## src/rtl/sdspi_pkg.sv

```systemverilog
// shared types and constants for the sd spi command engine
// no dependencies
package sdspi_pkg;
	typedef enum logic [3:0] {
		P_IDLE, P_CMD0, P_CMD8, P_R7, P_CMD55, P_ACMD41, P_CMD58, P_OCR,
		P_CMD9, P_START, P_CSD, P_SINGLE
	} phase_t;
	typedef enum logic [1:0] {CS_IDLEWAIT, CS_SEND, CS_RESP} cstage_t;
	localparam logic [2:0] CMD_INIT = 3'd0;
	localparam logic [2:0] CMD_SIZE = 3'd1;
	localparam logic [2:0] CMD_SINGLE = 3'd2;
	localparam logic [2:0] CMD_RX = 3'd3;
	localparam logic [2:0] CMD_TICK = 3'd4;
	localparam logic [1:0] ST_OK = 2'd0;
	localparam logic [1:0] ST_ABSENT = 2'd1;
	localparam logic [1:0] ST_FAIL = 2'd2;
	localparam logic [15:0] INIT_TMO_RST = 16'd2000;
	localparam logic [15:0] CMD_TMO_RST = 16'd300;
	localparam logic REG_INIT_TMO = 1'b0;
	localparam logic REG_CMD_TMO = 1'b1;
	typedef struct packed {
		logic tx_valid;
		logic [7:0] tx_byte;
		logic select_active;
		logic select_card;
		logic done_res;
		logic [1:0] status;
		logic [7:0] response_byte;
		logic [32:0] card_size_blocks;
	} result_t;
	typedef struct packed {
		logic [2:0] command;
		logic card;
		logic [5:0] cmd_index;
		logic [31:0] cmd_arg;
		logic [7:0] rx_byte;
		logic card_present;
	} item_t;
endpackage

```

## src/rtl/sd_spi_init_command_engine_top.sv

```systemverilog
// one event word per cycle while in_stall is low; a word that yields a result has it registered in the output stage
// throughput one word per cycle while the skid stage is empty, limited by the single sequencer state register
// input stalls only while the output skid stage holds a word
// arst_n clears sequencer and output valids and resets timeouts to their defaults (2000 and 300 ticks)
// top level: sequencer plus output register, depends on sdspi_pkg
// instantiates sdspi_core and sdspi_outreg
module sd_spi_init_command_engine_top import sdspi_pkg::*; #(
	parameter logic [15:0] INIT_TMO_DEFAULT = INIT_TMO_RST,
	parameter logic [15:0] CMD_TMO_DEFAULT = CMD_TMO_RST
) (
	input logic clk,
	input logic arst_n,
	input logic in_valid,
	output logic in_stall,
	input logic [2:0] command,
	input logic card,
	input logic [5:0] cmd_index,
	input logic [31:0] cmd_arg,
	input logic [7:0] rx_byte,
	input logic card_present,
	output logic out_valid,
	input logic out_stall,
	output logic tx_valid,
	output logic [7:0] tx_byte,
	output logic select_active,
	output logic select_card,
	output logic done_res,
	output logic [1:0] status,
	output logic [7:0] response_byte,
	output logic [32:0] card_size_blocks,
	input logic cfg_we,
	input logic cfg_index,
	input logic [15:0] cfg_data
);
	logic [15:0] init_tmo_q, cmd_tmo_q;
	logic go, has_res, can_take;
	item_t it;
	result_t res, ores;
	always_ff @(posedge clk or negedge arst_n) begin
		if (!arst_n) begin
			init_tmo_q <= INIT_TMO_DEFAULT; cmd_tmo_q <= CMD_TMO_DEFAULT;
		end else if (cfg_we) begin
			if (cfg_index == REG_INIT_TMO) init_tmo_q <= cfg_data;
			else cmd_tmo_q <= cfg_data;
		end
	end
	assign in_stall = !can_take;
	assign go = in_valid && can_take;
	assign it = '{command: command, card: card, cmd_index: cmd_index, cmd_arg: cmd_arg,
		rx_byte: rx_byte, card_present: card_present};
	sdspi_core u_core (.clk, .arst_n, .go, .it, .init_tmo(init_tmo_q),
		.cmd_tmo(cmd_tmo_q), .has_res, .res);
	sdspi_outreg u_out (.clk, .arst_n, .in_vld(go && has_res), .in_res(res), .can_take,
		.out_vld(out_valid), .out_res(ores), .out_stall);
	assign tx_valid = ores.tx_valid;
	assign tx_byte = ores.tx_byte;
	assign select_active = ores.select_active;
	assign select_card = ores.select_card;
	assign done_res = ores.done_res;
	assign status = ores.status;
	assign response_byte = ores.response_byte;
	assign card_size_blocks = ores.card_size_blocks;
endmodule

```

## src/rtl/sdspi_core.sv

```systemverilog
// sequencer state and per-event next-state logic
// depends on sdspi_pkg
module sdspi_core import sdspi_pkg::*; (
	input logic clk,
	input logic arst_n,
	input logic go,
	input item_t it,
	input logic [15:0] init_tmo,
	input logic [15:0] cmd_tmo,
	output logic has_res,
	output result_t res
);
	phase_t phase_q, ph;
	cstage_t stage_q, st;
	logic [15:0] wait_q, loop_q, wt, lp;
	logic [4:0] cnt_q, cn;
	logic [7:0] resp_q, rs;
	logic [31:0] cap_q, cp;
	logic [5:0] idx_q, ix;
	logic [31:0] arg_q, ag;
	logic card_q, cd;
	logic [15:0] ctmo, itmo;
	assign ctmo = (cmd_tmo == '0) ? 16'd1 : cmd_tmo;
	assign itmo = (init_tmo == '0) ? 16'd1 : init_tmo;

	always_ff @(posedge clk or negedge arst_n) begin
		if (!arst_n) begin
			phase_q <= P_IDLE; stage_q <= CS_IDLEWAIT; wait_q <= '0; loop_q <= '0;
			cnt_q <= '0; resp_q <= 8'hFF; cap_q <= '0; idx_q <= '0; arg_q <= '0;
			card_q <= 1'b0;
		end else if (go) begin
			phase_q <= ph; stage_q <= st; wait_q <= wt; loop_q <= lp; cnt_q <= cn;
			resp_q <= rs; cap_q <= cp; idx_q <= ix; arg_q <= ag; card_q <= cd;
		end
	end

	always_comb begin
		logic byte_out, fin, need_start, need_poll, need_after;
		logic [7:0] b;
		logic [1:0] fst;
		logic [32:0] fsz;
		logic [5:0] si;
		logic [31:0] sa;
		logic [4:0] c1;
		logic [31:0] cw;
		ph = phase_q; st = stage_q; wt = wait_q; lp = loop_q; cn = cnt_q;
		rs = resp_q; cp = cap_q; ix = idx_q; ag = arg_q; cd = card_q;
		byte_out = 1'b0; fin = 1'b0; b = 8'hFF; fst = ST_OK; fsz = '0;
		need_start = 1'b0; need_poll = 1'b0; need_after = 1'b0;
		si = '0; sa = '0; has_res = 1'b0;
		c1 = cnt_q + 5'd1; cw = '0;
		case (it.command)
			CMD_TICK: begin
				if (wait_q != 16'hFFFF) wt = wait_q + 16'd1;
				if (loop_q != 16'hFFFF) lp = loop_q + 16'd1;
			end
			CMD_INIT, CMD_SIZE, CMD_SINGLE: begin
				if (phase_q == P_IDLE) begin
					has_res = 1'b1; cd = it.card; rs = 8'hFF;
					if (it.command == CMD_SINGLE) begin
						ph = P_SINGLE; need_start = 1'b1; si = it.cmd_index; sa = it.cmd_arg;
					end else if (!it.card_present) begin
						fin = 1'b1; fst = ST_ABSENT;
					end else if (it.command == CMD_SIZE) begin
						ph = P_CMD9; need_start = 1'b1; si = 6'd9;
					end else begin
						lp = '0;
						if (16'd0 < itmo) begin
							ph = P_CMD0; need_start = 1'b1; si = 6'd0;
						end else begin
							fin = 1'b1; fst = ST_FAIL;
						end
					end
				end
			end
			CMD_RX: begin
				if (phase_q != P_IDLE) begin
					has_res = 1'b1;
					case (phase_q)
						P_R7: begin
							cw = {cap_q[23:0], it.rx_byte}; cp = cw; cn = c1;
							if (c1 < 5'd4) byte_out = 1'b1;
							else if (cw[7:0] != 8'hAA) begin fin = 1'b1; fst = ST_FAIL; end
							else if (!it.card_present) begin fin = 1'b1; fst = ST_ABSENT; end
							else if (16'd0 < itmo) begin
								lp = '0; ph = P_CMD55; need_start = 1'b1; si = 6'd55;
							end else begin
								lp = '0; fin = 1'b1; fst = ST_FAIL;
							end
						end
						P_OCR: begin
							cw = (cnt_q == 5'd0) ? {24'd0, it.rx_byte} : cap_q;
							cp = cw; cn = c1;
							if (c1 < 5'd4) byte_out = 1'b1;
							else begin
								fin = 1'b1; fst = (cw[7:6] != 2'b11) ? ST_FAIL : ST_OK;
							end
						end
						P_START: begin
							if (it.rx_byte != 8'hFF) begin
								if (it.rx_byte != 8'hFE) begin fin = 1'b1; fst = ST_FAIL; end
								else begin ph = P_CSD; cn = '0; cp = '0; byte_out = 1'b1; end
							end else if (wait_q < ctmo) byte_out = 1'b1;
							else begin fin = 1'b1; fst = ST_FAIL; end
						end
						P_CSD: begin
							cw = cap_q;
							if (cnt_q == 5'd7) cw = cap_q | {10'd0, it.rx_byte[5:0], 16'd0};
							else if (cnt_q == 5'd8) cw = cap_q | {16'd0, it.rx_byte, 8'd0};
							else if (cnt_q == 5'd9) cw = cap_q | {24'd0, it.rx_byte};
							cp = cw; cn = c1;
							if (c1 < 5'd18) byte_out = 1'b1;
							else begin
								fin = 1'b1; fst = ST_OK;
								fsz = {cw[22:0] + 23'd1, 10'd0};
							end
						end
						default: begin
							// command engine receive path
							if (stage_q == CS_IDLEWAIT) begin
								if (it.rx_byte == 8'hFF) begin st = CS_SEND; cn = '0; end
								need_poll = 1'b1;
							end else if (stage_q == CS_SEND) begin
								cn = c1;
								if (c1 >= 5'd6) begin st = CS_RESP; wt = '0; rs = 8'hFF; end
								need_poll = 1'b1;
							end else begin
								rs = it.rx_byte;
								if (it.rx_byte[7]) need_poll = 1'b1;
								else need_after = 1'b1;
							end
						end
					endcase
				end
			end
			default: ;
		endcase

		// start of a command: stage idle-wait then poll
		if (need_start) begin
			ix = si; ag = sa; st = CS_IDLEWAIT; wt = '0; need_poll = 1'b1;
		end
		if (need_poll) begin
			if (st == CS_SEND) begin
				byte_out = 1'b1;
				case (cn)
					5'd0: b = {2'b01, ix};
					5'd1: b = ag[31:24];
					5'd2: b = ag[23:16];
					5'd3: b = ag[15:8];
					5'd4: b = ag[7:0];
					default: b = (ix == 6'd0) ? 8'h95 : (ix == 6'd8) ? 8'h87 : 8'hFF;
				endcase
			end else if (wt < ctmo) byte_out = 1'b1;
			else begin
				if (st == CS_IDLEWAIT) rs = 8'hFF;
				need_after = 1'b1;
			end
		end
		if (need_after) begin
			// after_cmd: next command at most a single start poll (never recursive)
			case (ph)
				P_CMD0: begin
					if (rs == 8'h01) begin ph = P_CMD8; ix = 6'd8; ag = 32'h1AA; end
					else if (lp < itmo) begin ph = P_CMD0; ix = 6'd0; ag = '0; end
					else fin = 1'b1;
				end
				P_CMD8: begin
					if (rs[2]) fin = 1'b1;
					else begin ph = P_R7; cn = '0; cp = '0; byte_out = 1'b1; end
				end
				P_CMD55: begin ph = P_ACMD41; ix = 6'd41; ag = 32'h4000_0000; end
				P_ACMD41: begin
					if (rs == 8'h00) begin
						if (!it.card_present) begin fin = 1'b1; fst = ST_ABSENT; end
						else begin ph = P_CMD58; ix = 6'd58; ag = '0; end
					end else if (lp < itmo) begin ph = P_CMD55; ix = 6'd55; ag = '0; end
					else fin = 1'b1;
				end
				P_CMD58: begin
					if (rs != 8'h00) fin = 1'b1;
					else begin ph = P_OCR; cn = '0; cp = '0; byte_out = 1'b1; end
				end
				P_CMD9: begin
					if (rs != 8'h00) fin = 1'b1;
					else begin
						ph = P_START; wt = '0;
						if (16'd0 < ctmo) byte_out = 1'b1; else fin = 1'b1;
					end
				end
				default: begin fin = 1'b1; fst = rs[7] ? ST_FAIL : ST_OK; end
			endcase
			if (fin && ph != P_SINGLE && fst != ST_ABSENT) fst = ST_FAIL;
			if (!fin && !byte_out) begin
				// restarted command: idle wait with a fresh timer always sends 0xff
				st = CS_IDLEWAIT; wt = '0; byte_out = 1'b1;
			end
		end
		if (fin) ph = P_IDLE;
		res.tx_valid = byte_out;
		res.tx_byte = byte_out ? b : 8'hFF;
		res.select_active = byte_out;
		res.select_card = cd;
		res.done_res = !byte_out;
		res.status = byte_out ? ST_OK : fst;
		res.response_byte = rs;
		res.card_size_blocks = byte_out ? 33'd0 : fsz;
	end
endmodule

```

## src/rtl/sdspi_outreg.sv

```systemverilog
// output register with skid stage for result words
// depends on sdspi_pkg
module sdspi_outreg import sdspi_pkg::*; (
	input logic clk,
	input logic arst_n,
	input logic in_vld,
	input result_t in_res,
	output logic can_take,
	output logic out_vld,
	output result_t out_res,
	input logic out_stall
);
	logic skid_vld_q;
	result_t skid_q;
	assign can_take = !skid_vld_q;
	always_ff @(posedge clk or negedge arst_n) begin
		if (!arst_n) begin
			out_vld <= 1'b0; skid_vld_q <= 1'b0;
		end else begin
			if (!out_vld || !out_stall) begin
				out_vld <= skid_vld_q || in_vld;
				skid_vld_q <= 1'b0;
			end else if (in_vld) begin
				skid_vld_q <= 1'b1;
			end
		end
	end
	always_ff @(posedge clk) begin
		if (!out_vld || !out_stall) out_res <= skid_vld_q ? skid_q : in_res;
		if (in_vld && !skid_vld_q) skid_q <= in_res;
	end
endmodule

```

## config.mk

```make
export PLATFORM = sky130hd
export DESIGN_NAME = sd_spi_init_command_engine_top
export DESIGN_NICKNAME = d
export VERILOG_FILES = /design/src/rtl/sdspi_pkg.sv /design/src/rtl/sd_spi_init_command_engine_top.sv /design/src/rtl/sdspi_core.sv /design/src/rtl/sdspi_outreg.sv
export SDC_FILE = /design/constraint.sdc
export NUM_CORES = 1
export LEC_CHECK = 0
export BUFFER_PORTS_ARGS = -buffer_cell sky130_fd_sc_hd__buf_2
export CORE_MARGIN = 10
export CORE_UTILIZATION = 40
export DETAILED_ROUTE_END_ITERATION = 8
export PLACE_DENSITY = 0.63
export SLEW_MARGIN = 20
export SYNTH_ARGS = -nofsm -noshare
export SYNTH_HDL_FRONTEND = slang
export SYNTH_SLANG_ARGS = --single-unit
```

## constraint.sdc

```tcl
create_clock -name clk -period 7.35 [get_ports clk]
set_clock_uncertainty 0.15 [all_clocks]
set_input_delay 0.3675 -clock clk [delete_from_list [all_inputs] [get_ports clk]]
set_output_delay 0.3675 -clock clk [all_outputs]
set_load 0.01 [all_outputs]
```

==> run metrics, run 1 <==
status completed; Longest Clk Path Bufs 3; Cell variety after synth 92; Max Cap Violations 0; Final #Nets 1828; Layout area overhead 16.8%; RSZ-0062 raised after global routing no; Final Util 47.2%; YS warnings 0; r2r setup slk 0.66 ns; initial antenna violation count 4; share of the synthesized area in the top cell type 21.9%; CP max stage delay 0.78 ns; DRC errors left 0; mean number of vias per cell 6.02; pin count of the biggest net entering global routing 94; P_leak 6.88 nW; Num CTS Buffers 28; I/O Pins 130; CTS tree done; Synth Area in Simple Gates 18.2%; post-CTS sizing 0; Adder-Cell Fraction of Synth Area 4.33%; layout filler cell count 3423; Worst Hold Path EP u_core.cap_q[7]$_DFFE_PN0P_; most used cell along the critical path a21o_1; Compound-Gate Fraction of Synth Area 24.4%; initial core utilization 40.4%; PD cells 283 nW/um2; critical path launch point type flip-flop; register area 6340 um2; CTS H-tree depth 1; HP Start rx_byte[7]; Avg Cell Area, Syn 9.30 um2; Yosys reg bits 235; CTS root buffer clkbuf_16; die width 212 um; antenna viol nets, final 0; vias in the first global route 12600; Setup CP Type flip-flop to flip-flop; CP arrival 7.03 ns; reg2reg path depth 17; first-pass GRT wire length 72000 um; Synth async-reset ratio 62.6%; # rows 70; drt total wl 45300 um; Req. time, crit path 7.69 ns; Slew Limit Headroom 27.6%; CP max stage cell nor2_2; grt total ovfl 0; Crit Path Max Fanout 19; Via Count 13200; XOR/XNOR Fraction of Synth Area 1.31%; chip height 212 um; register area share after synthesis 43.1%; Fin Setup TNS 0 ns; Die ar. 44900 um2; largest family of logic cells by synthesized area compound AO/OA/AOI/OAI gates; Clock transition at path regs 0.06 ns; RD Place Congestion 0.975; share of layout cells above drive strength 1 17.5%; most common cell after layout, fill and taps aside nand2_1; min cycle time layout 6.69 ns; most frequent cells in the layout 205 x nand2_1, 128 x dfrtp_1, 125 x nor2_1, 118 x buf_2, 108 x o21ai_0; area leader, netlist dfrtp_1; ys flop type dfrtp_1; DR WL/cell 20.6 um; cell area after synthesis 14700 um2; Core Region 36400 um2; Multi-input gate area 7810 um2; Max Fclk 149 MHz; depth of the worst hold-timing path 2; Syn Inst Count 1585; EDFF count, synth 88; worst skew pair latency 0.56 ns; synth top area cells dfrtp_1 22%, edfxtp_1 18%, nand2_1 5.2%, ha_1 4.3%, mux2_2 4.0%; first drt pass iteration count 7; total track usage 19.7%; max-slew violation count 0; I/O Buffers 119; mux share of post-synthesis cell area 4.31%; Hold Path Class primary input to flip-flop; Hold Vio Cnt, Final 0; Clock Sinks 235; Worst Setup End Kind flip-flop; RR Endpoint u_core.wait_q[7]$_DFFE_PN0P_; CP cell instances ha_1 > and2_1 > a21o_1 > a2111oi_4 > or2_2 > nor2_1 > ha_1 > a21o_1 > a21o_1 > a221oi_1 > o21ai_0 > nand3b_1 > o22a_1 > o21ai_1 > a211oi_4 > nor2_2 > a32o_1; final worst path period share 91.1%; Slew @ Worst Pin 1.09 ns; Post-DP HPWL 32300 um; RR Startpoint u_core.cnt_q[0]$_DFFE_PN0P_; Worst VDD drop 0.176 mV; Final setup viols 0; DRT iter0 DRCs 1414
cell type report:
| class | count | area share [%] |
|---|---|---|
| diodes | 3 | 0.0436 |
| well taps | 468 | 3.40 |
| multi-input cells | 1206 | 45.4 |
| clock buffers | 32 | 4.33 |
| flip-flops and latches | 235 | 36.9 |
| inverters | 47 | 1.03 |
| clock inverters | 20 | 1.88 |
| repair buffers | 186 | 7.05 |
worst max-delay path, delay by kind of cell, from the launching register on:
family | cells | cell delay, ns
DFF | 1 | 0.48
and+or+nand+nor | 5 | 1.92
adders and majority gates | 2 | 0.71
AOI/OAI and AO/OA | 10 | 3.31
per-layer routing:
| layer | wire length, um | track usage (%) |
|---|---|---|
| met5 | 20 | 0 |
| met2 | 20700 | 30.8 |
| met1 | 20100 | 27.4 |
| met3 | 3700 | 3.96 |
| met4 | 771 | 4.36 |
synthesized netlist by cell type (9+ instances only):
cell type,instances
o31ai_1,33
o22ai_1,18
and3_1,13
buf_2,18
clkbuf_1,73
and2_1,9
a22o_1,54
a31oi_1,26
a21oi_1,87
a21o_1,21
nor3_1,32
dfstp_2,18
a22oi_1,26
a32o_1,22
edfxtp_1,88
nor2_1,126
buf_4,13
xnor2_1,9
nor2b_1,13
inv_1,47
ha_1,51
o21ai_0,108
o21a_1,12
nor4_1,16
o211ai_1,10
dfrtp_1,129
nand2b_1,16
nand4_1,18
or3_1,10
nand3_1,37
xor2_1,13
mux2_2,52
nand2_1,206
per-stage QoR:
stage / power (mW) / setup slack, ns / hold slack (ns) / cell area [um2] / instances
after floorplan: 2.80 / 1.84 / -0.0781 / 14800 / 1594
after global placement: 3.24 / 1.03 / 0.299 / 15700 / 2099
after detailed placement: 3.25 / 0.809 / 0.303 / 15700 / 2099
after CTS: 4.88 / 0.771 / 0.0114 / 17200 / 2194
after global routing: 5.13 / 0.270 / 0.0294 / 17200 / 2194
final: 4.88 / 0.657 / 0.0161 / 17200 / 2197
power breakdown:
group	switching [mW]	internal, mW	total [mW]
Clock	0.583	1.01	1.59
Sequential	0.179	1.61	1.79
Combinational	0.913	0.577	1.49
what timing repair did:
action / in CTS / in global routing
setup buffers: 0 / 0
hold endpoints to repair: 140 / 0
hold buffers: 43 / 0
cells by family after synthesis:
logic type               count (synthesis)
AO/OA/AOI/OAI                          513
XOR/XNOR                                22
adder cells (fa/ha/maj)                 51
buffers and inverters                  153
flip-flops                             235
multiplexers                            57
other                                    1
AND/OR/NAND/NOR                        553
state kept, by name, indices dropped and copies added, names as in the netlist:
signal / cells
cmd_tmo_q: 16
init_tmo_q: 16
u_core.arg_q: 32
u_core.cap_q: 23
u_core.card_q: 1
u_core.cnt_q: 5
u_core.idx_q: 6
u_core.loop_q: 16
u_core.phase_q: 4
u_core.resp_q: 8
u_core.stage_q: 2
u_core.wait_q: 16
u_out.out_res: 44
u_out.out_vld: 1
u_out.skid_q: 44
u_out.skid_vld_q: 1
worst max path at each step:
stage	startpoint	end	slack, ns	cells past startpoint
finish	u_core.cnt_q[0]$_DFFE_PN0P_	u_core.wait_q[7]$_DFFE_PN0P_	0.66	17
global route	u_core.cnt_q[0]$_DFFE_PN0P_	u_core.wait_q[7]$_DFFE_PN0P_	0.27	17
CTS	u_core.cnt_q[0]$_DFFE_PN0P_	u_core.wait_q[2]$_DFFE_PN0P_	0.77	17
detailed placement	u_core.cnt_q[0]$_DFFE_PN0P_	u_core.wait_q[2]$_DFFE_PN0P_	0.81	17
global placement	u_core.cnt_q[0]$_DFFE_PN0P_	u_core.wait_q[6]$_DFFE_PN0P_	1.03	17
floorplan	u_core.cnt_q[0]$_DFFE_PN0P_	u_out.out_res[42]$_DFFE_PN_	1.84	22
No activity file was read; power rests on OpenSTA's default activity.
==> run 2, diff against run 1 <==
--- a/config.mk
+++ b/config.mk
@@ -5,7 +5,9 @@
 export SDC_FILE = /design/constraint.sdc
 export NUM_CORES = 1
 export LEC_CHECK = 0
+export ABC_AREA = 1
 export BUFFER_PORTS_ARGS = -buffer_cell sky130_fd_sc_hd__buf_2
+export CAP_MARGIN = 0
 export CORE_MARGIN = 10
 export CORE_UTILIZATION = 40
 export DETAILED_ROUTE_END_ITERATION = 8
==> run 2 against run 1 <==
First-iteration DRC count shrank 7.2%. Register-to-register slack gained 0.78 ns. Core utilization shrank 1.4 points. Wire length shrank 2.1%.
==> run metrics, run 2 <==
ys flop type dfrtp_1 (unchanged); Post-DP HPWL 32400 um (was 32300 um); status completed (unchanged); Worst Setup End Kind flip-flop (unchanged); Place WS 1.45 ns (was 0.809 ns); gr busiest metal met2 (unchanged); Synth async-reset ratio 62.6% (unchanged); Hold Path Class primary input to flip-flop (unchanged); min cycle time layout 5.92 ns (was 6.69 ns); r2r setup slk 1.43 ns (was 0.66 ns); end point of the critical path u_core.wait_q[0]$_DFFE_PN0P_ (was u_core.wait_q[7]$_DFFE_PN0P_); largest registers u_out.out_res (44), u_out.skid_q (44), u_core.arg_q (32) (unchanged); ant diodes 0 (was 3); most used cell along the critical path nand2_1 (was a21o_1); Final setup viols 0 (unchanged); CTS H-tree depth 1 (unchanged); I/O Buffers 119 (unchanged); Yosys reg bits 235 (unchanged); top post-synthesis cells by count 425 x nand2_1, 285 x inv_1, 232 x o21ai_0, 142 x nor2_1 (was 206 x nand2_1, 129 x dfrtp_1, 126 x nor2_1, 108 x o21ai_0, 88 x edfxtp_1); layout filler cell count 3739 (was 3423); max-slew violation count 0 (unchanged); Syn Inst Count 1973 (was 1585); PnR worst setup slack 1.43 ns (was 0.657 ns); register area 6340 um2 (about the same); Max Cap Violations 0 (unchanged); post-route total power 4.50 mW (was 4.88 mW); Worst VDD drop 0.174 mV (was 0.176 mV); Hold Vio Cnt, Final 0 (unchanged); Longest Clk Path Bufs 3 (unchanged); die width 214 um (was 212 um); critical path launch point type flip-flop (unchanged); GR Layer Usage met3 3.00% (was 3.96%); area leader, netlist dfrtp_1 (unchanged); Avg Cell Area, Syn 7.64 um2 (was 9.30 um2); Slew Limit Headroom 31.3% (was 27.6%); most common cell after layout, fill and taps aside nand2_1 (unchanged); Setup CP Type flip-flop to flip-flop (unchanged); register area share after synthesis 42.1% (was 43.1%); worst skew pair latency 0.57 ns (was 0.56 ns); Num CTS Buffers 28 (unchanged); pin count of the biggest net entering global routing 101 (was 94); DR WL/cell 17.0 um (was 20.6 um); share of the synthesized area in the top cell type 21.4% (was 21.9%); Via Count 13900 (was 13200); DRC errors left 0 (unchanged); Clock Sinks 235 (unchanged); RD Place Congestion 0.904 (was 0.975); I/O Pins 130 (unchanged); HP Start cmd_arg[26] (was rx_byte[7]); Cell variety after synth 65 (was 92); CTS root buffer clkbuf_16 (unchanged); Core Region 37400 um2 (was 36400 um2); reg2reg path depth 25 (was 17); Layout area overhead 13.6% (was 16.8%); most frequent cell after synthesis nand2_1 (unchanged); YS warnings 0 (unchanged); grt total ovfl 0 (unchanged); CTS tree done (unchanged); first-pass GRT wire length 72200 um (was 72000 um); PD cells 263 nW/um2 (was 283 nW/um2); # rows 71 (was 70); RSZ-0062 raised after global routing no (unchanged); post-CTS sizing 0 (unchanged); total track usage 18.8% (was 19.7%); EDFF count, synth 88 (unchanged); CP max stage cell dfrtp_1 (was nor2_2); RR Endpoint u_core.wait_q[0]$_DFFE_PN0P_ (was u_core.wait_q[7]$_DFFE_PN0P_); Req. time, crit path 7.66 ns (was 7.69 ns); CP Launch Point u_core.phase_q[0]$_DFFE_PN0P_ (was u_core.cnt_q[0]$_DFFE_PN0P_); most frequent cells in the layout 424 x nand2_1, 284 x inv_1, 232 x o21ai_0, 141 x nor2_1 (was 205 x nand2_1, 128 x dfrtp_1, 125 x nor2_1, 118 x buf_2, 108 x o21ai_0); vias in the first global route 13400 (was 12600); DRT iter0 DRCs 1312 (was 1414); grt met2 use 30.3% (was 30.8%); Final #Nets 2203 (was 1828); CP arrival 6.23 ns (was 7.03 ns); Die ar. 45800 um2 (was 44900 um2); share of layout cells above drive strength 1 12.5% (was 17.5%); Clock transition at path regs 0.06 ns (about the same); Fin Setup TNS 0 ns (unchanged); CP max stage delay 0.55 ns (was 0.78 ns); mean number of vias per cell 5.34 (was 6.02); Slew @ Worst Pin 1.03 ns (was 1.09 ns); GR Util met1 25.6% (was 27.4%); final worst path period share 80.5% (was 91.1%); P_leak 7.50 nW (was 6.88 nW); final instance area 17100 um2 (was 17200 um2); RR Startpoint u_core.phase_q[0]$_DFFE_PN0P_ (was u_core.cnt_q[0]$_DFFE_PN0P_); chip height 214 um (was 212 um); drt total wl 44300 um (was 45300 um); cell area after synthesis 15100 um2 (was 14700 um2); placed cell area 16100 um2 (was 15700 um2); antenna viol nets, final 0 (unchanged); synth top area cells dfrtp_1 21%, edfxtp_1 18%, nand2_1 11%, o21ai_0 7.7%, inv_1 7.1% (was dfrtp_1 22%, edfxtp_1 18%, nand2_1 5.2%, ha_1 4.3%, mux2_2 4.0%); initial core utilization 40.3% (was 40.4%); initial antenna violation count 0 (was 4); Crit Path Max Fanout 30 (was 19); first drt pass iteration count 6 (was 7); Multi-input gate area 7250 um2 (was 7810 um2); Max Fclk 169 MHz (was 149 MHz)
-- run 2: cell types whose count changed in the layout (fill, tap and decap cells not counted), moves of 19 or more --
cell / before / now
nand3_1: 37 / 129
inv_1: 47 / 284
o221ai_1: 2 / 25
o31ai_1: 33 / 4
mux2_2: 52 / 0
dlygate4sd3_1: 43 / 17
a21o_1: 21 / 2
o21ai_0: 108 / 232
a22o_1: 54 / 3
a32o_1: 22 / 0
nand2_1: 205 / 424
-- run 2: final cells by class --
type,count,area share [%]
multi-input cells,1363,42.3
clock inverters,16,0.826
well taps,511,3.73
inverters,304,6.71
clock buffers,35,4.37
flip-flops and latches,235,37.0
repair buffers,147,4.99
-- run 2: cell families after synthesis --
| group | Yosys count | share of synthesized area, % |
|---|---|---|
| flops | 235 | 42.1 |
| compound gates | 484 | 19.0 |
| simple gates | 808 | 23.9 |
| fa+ha+maj | 51 | 4.23 |
| xor+xnor | 9 | 0.523 |
| other cells | 1 | 0.0249 |
| buf+inv | 384 | 10.2 |
| mux | 1 | 0.0664 |
-- run 2: layer usage --
metal | share of wire, % | wire length (um)
met5 | 0 | 0
met4 | 2.4 | 1060
met3 | 6.8 | 3020
met2 | 46 | 20300
met1 | 45 | 19900
-- run 2: per-stage QoR --
| step | instances | util [%] | hold WS [ns] |
|---|---|---|---|
| finish | 2611 | 45.8 | 0.0639 |
| global route | 2611 | 45.8 | 0.104 |
| CTS | 2611 | 45.8 | 0.0333 |
| detailed placement | 2543 | 42.9 | 0.323 |
| global placement | 2543 | 42.9 | 0.317 |
| floorplan | 1982 | - | -0.0781 |
-- run 2: critical path: cells and delay by family, from the launching register on --
kind,cells,cell delay [ns]
simple gates,17,3.22
compound gates,5,1.19
flops,1,0.55
fa+ha+maj,1,0.34
buf+inv,2,0.32
-- run 2: what timing repair did --
action                                  4_1_cts  5_1_grt
endpoints found under the hold margin       105        0
endpoints found under the setup margin        0        0
hold buffers                                 17        0
setup buffers                                 0        0
-- run 2: report_power, final --
part	switching (mW)	internal, mW	total [mW]
Combinational	0.960	0.426	1.39
Sequential	0.123	1.62	1.75
Clock	0.583	0.789	1.37
Total	1.67	2.84	4.50
-- run 2: how the worst min path moves through the flow --
stage | to | cells past startpoint
after CTS | u_core.arg_q[13]$_DFFE_PN0P_ | 5
after detailed placement | cmd_tmo_q[11]$_DFFE_PN0P_ | 2
after floorplan | cmd_tmo_q[0]$_DFFE_PN0P_ | 0
after global placement | u_core.card_q$_DFFE_PN0P_ | 2
final | u_core.arg_q[26]$_DFFE_PN0P_ | 5
after global routing | u_core.arg_q[11]$_DFFE_PN0P_ | 5
==> run 3, diff against run 2 <==
--- a/config.mk
+++ b/config.mk
@@ -11,7 +11,7 @@
 export CORE_MARGIN = 10
 export CORE_UTILIZATION = 40
 export DETAILED_ROUTE_END_ITERATION = 8
-export PLACE_DENSITY = 0.63
+export PLACE_DENSITY = 0.65
 export SLEW_MARGIN = 20
 export SYNTH_ARGS = -nofsm -noshare
 export SYNTH_HDL_FRONTEND = slang
==> constraint.sdc (replaced) <==
create_clock -name clk -period 4.9 [get_ports clk]
set_clock_uncertainty 0.15 [all_clocks]
set_input_delay 0.245 -clock clk [delete_from_list [all_inputs] [get_ports clk]]
set_output_delay 0.245 -clock clk [all_outputs]
set_load 0.01 [all_outputs]
==> run 3 against run 2 <==
Die area unchanged. Non-clock buffer count grew 80. Final cell count is 3.0% higher. Maximum frequency rose by 29%. Hold slack got worse by 0.027 ns. Flip-flop and latch count unchanged. Sequential power rose by 49%. Critical path depth rose by 4. Wire length up 2.0%. Largest cell class unchanged. Clock-buffer cell count rose by 2. Via count grew 3.1%.
==> run metrics, run 3 (same netlist as run 2, synthesis figures left out) <==
grt met2 use 31.3% (was 30.3%); Max Fclk 219 MHz (was 169 MHz); Net Sw Frac 36.4% (was 37.0%); DRT iter0 DRCs 1435 (was 1312); CP delay by family, top simple AND/OR/NAND/NOR gates (unchanged); drt total wl 45200 um (was 44300 um); register area 6340 um2 (about the same); internal power 4.38 mW (was 2.84 mW); Hold Path Class primary input to flip-flop (unchanged); Multi-input gate area 7340 um2 (was 7250 um2); worst skew pair latency 0.57 ns (about the same); initial antenna violation count 0 (unchanged); first-pass GRT wire length 72700 um (was 72200 um); critical path depth in cells 29 (was 25); min cycle time layout 4.57 ns (was 5.92 ns); first drt pass iteration count 6 (unchanged); die width 214 um (unchanged); total track usage 19.0% (was 18.8%); Req. time, crit path 5.04 ns (was 7.66 ns); Slew @ Worst Pin 0.907 ns (was 1.03 ns); pin count of the biggest net entering global routing 109 (was 101); power share of the combinational group 32.0% (was 30.8%); # rows 71 (unchanged); placed cell area 16400 um2 (was 16100 um2); Placed Cells 2586 (was 2543); Final setup viols 0 (unchanged); clock network power share 30.1% (was 30.5%); DRC errors left 0 (unchanged); RD Place Congestion 0.956 (was 0.904); Worst VDD drop 0.236 mV (was 0.174 mV); final instance area 17900 um2 (was 17100 um2); Place WS 0.0447 ns (was 1.45 ns); CTS tree done (unchanged); Final Util 48.0% (was 45.8%); P_leak 7.94 nW (was 7.50 nW); status completed (unchanged); GR Util met1 25.6% (about the same); PnR worst setup slack 0.331 ns (was 1.43 ns); reg2reg path depth 29 (was 25); Setup CP Type flip-flop to flip-flop (unchanged); max-slew violation count 0 (unchanged); Sequential Power Share 38.0% (was 38.8%); chip height 214 um (unchanged); worst path buffer plus inverter count 3 (was 2); Clock transition at path regs 0.06 ns (about the same); Hold Vio Cnt, Final 0 (unchanged); antenna viol nets, final 0 (unchanged); most common cell after layout, fill and taps aside nand2_1 (unchanged); final worst path period share 93.3% (was 80.5%); Layout area overhead 19.1% (was 13.6%); largest registers u_out.out_res (44), u_out.skid_q (44), u_core.arg_q (32) (unchanged); layout filler cell count 3667 (was 3739); share of layout cells above drive strength 1 15.4% (was 12.5%); Slew Limit Headroom 39.6% (was 31.3%); Core Region 37400 um2 (unchanged); I/O Pins 130 (unchanged); CP max stage cell dfrtp_1 (unchanged); mean number of vias per cell 5.34 (about the same); ant diodes 0 (unchanged); Crit Path Max Fanout 6 (was 30); Post-DP HPWL 33000 um (was 32400 um); Worst Setup End Kind flip-flop (unchanged); Clock Sinks 235 (unchanged); CP max stage delay 0.39 ns (was 0.55 ns); Max Cap Violations 0 (unchanged); vias in the first global route 13700 (was 13400); most frequent cells in the layout 422 x nand2_1, 282 x inv_1, 231 x o21ai_0, 139 x nor2_1, 128 x dfrtp_1 (was 424 x nand2_1, 284 x inv_1, 232 x o21ai_0, 141 x nor2_1); PD cells 384 nW/um2 (was 263 nW/um2); Hold Slack 0.0364 ns (was 0.0639 ns); most used cell along the critical path nand2_1 (unchanged); Via Count 14400 (was 13900); critical path launch point type flip-flop (unchanged); Num CTS Buffers 27 (was 28); gr busiest metal met2 (unchanged); Die ar. 45800 um2 (unchanged); CTS H-tree depth 1 (unchanged); I/O Buffers 119 (unchanged); Final #Nets 2282 (was 2203); initial core utilization 40.3% (unchanged); grt total ovfl 0 (unchanged); fin cells 2690 (was 2611); sw power 2.51 mW (was 1.67 mW); Longest Clk Path Bufs 3 (unchanged); CP arrival 4.71 ns (was 6.23 ns); DR WL/cell 16.8 um (was 17.0 um); GR Layer Usage met3 2.44% (was 3.00%); depth of the worst hold-timing path 4 (was 5); CTS root buffer clkbuf_16 (unchanged)
## run 3: what timing repair did
action                                 in CTS  in global routing
endpoints found under the hold margin     126                  0
gates resized for setup                     0                 27
setup endpoints to repair                   0                103
buffers inserted                            0                  6
hold buffers                               48                  0
## run 3: worst min-delay path, cell delays in order
cell     delay, ns
buf_2         0.09
or2_2         0.09
o21ai_0       0.13
inv_1         0.08
## run 3: layout make-up
type,instances,share of cell area [%]
multi-input cells,1363,40.9
flip-flops and latches,235,35.3
repair buffers,227,8.68
inverters,304,6.41
clock buffers,37,4.37
well taps,511,3.56
clock inverters,13,0.718
## run 3: power by group through the flow
stage / registers, mW / logic, mW / clock network [mW]
floorplan: 2.64 / 1.43 / 0
global placement: 2.64 / 2.09 / 0
detailed placement: 2.64 / 2.11 / 0
CTS: 2.61 / 2.15 / 2.12
global route: 2.65 / 2.47 / 2.20
finish: 2.61 / 2.20 / 2.07
## run 3: per-layer routing
metal,vias up,share of wire [%]
met3,68,6.8
met2,493,47
met1,6775,44
li1,7031,-
met5,-,0
met4,0,2.3
## run 3: final timing paths
path                                                   start                            to  slack (ns)
worst max-delay path            u_core.wait_q[1]$_DFFE_PN0P_   u_out.out_res[45]$_DFFE_PN_        0.33
worst min-delay path                                    card    u_out.skid_q[44]$_DFFE_PP_        0.04
worst max register to register  u_core.wait_q[1]$_DFFE_PN0P_   u_out.out_res[45]$_DFFE_PN_        0.33
worst min register to register     cmd_tmo_q[13]$_DFFE_PN0P_     cmd_tmo_q[13]$_DFFE_PN0P_        0.33
max in group asynchronous                             arst_n  u_core.cap_q[21]$_DFFE_PN0P_        3.36
min in group asynchronous                             arst_n  u_core.arg_q[14]$_DFFE_PN0P_        0.11
## run 3: per-stage QoR
step / total power [mW] / setup TNS [ns]
6_report: 6.89 / 0
5_1_grt: 7.32 / -0.0812
4_1_cts: 6.89 / 0
3_5_place_dp: 4.75 / 0
3_3_place_gp: 4.72 / 0
2_1_floorplan: 4.07 / 0
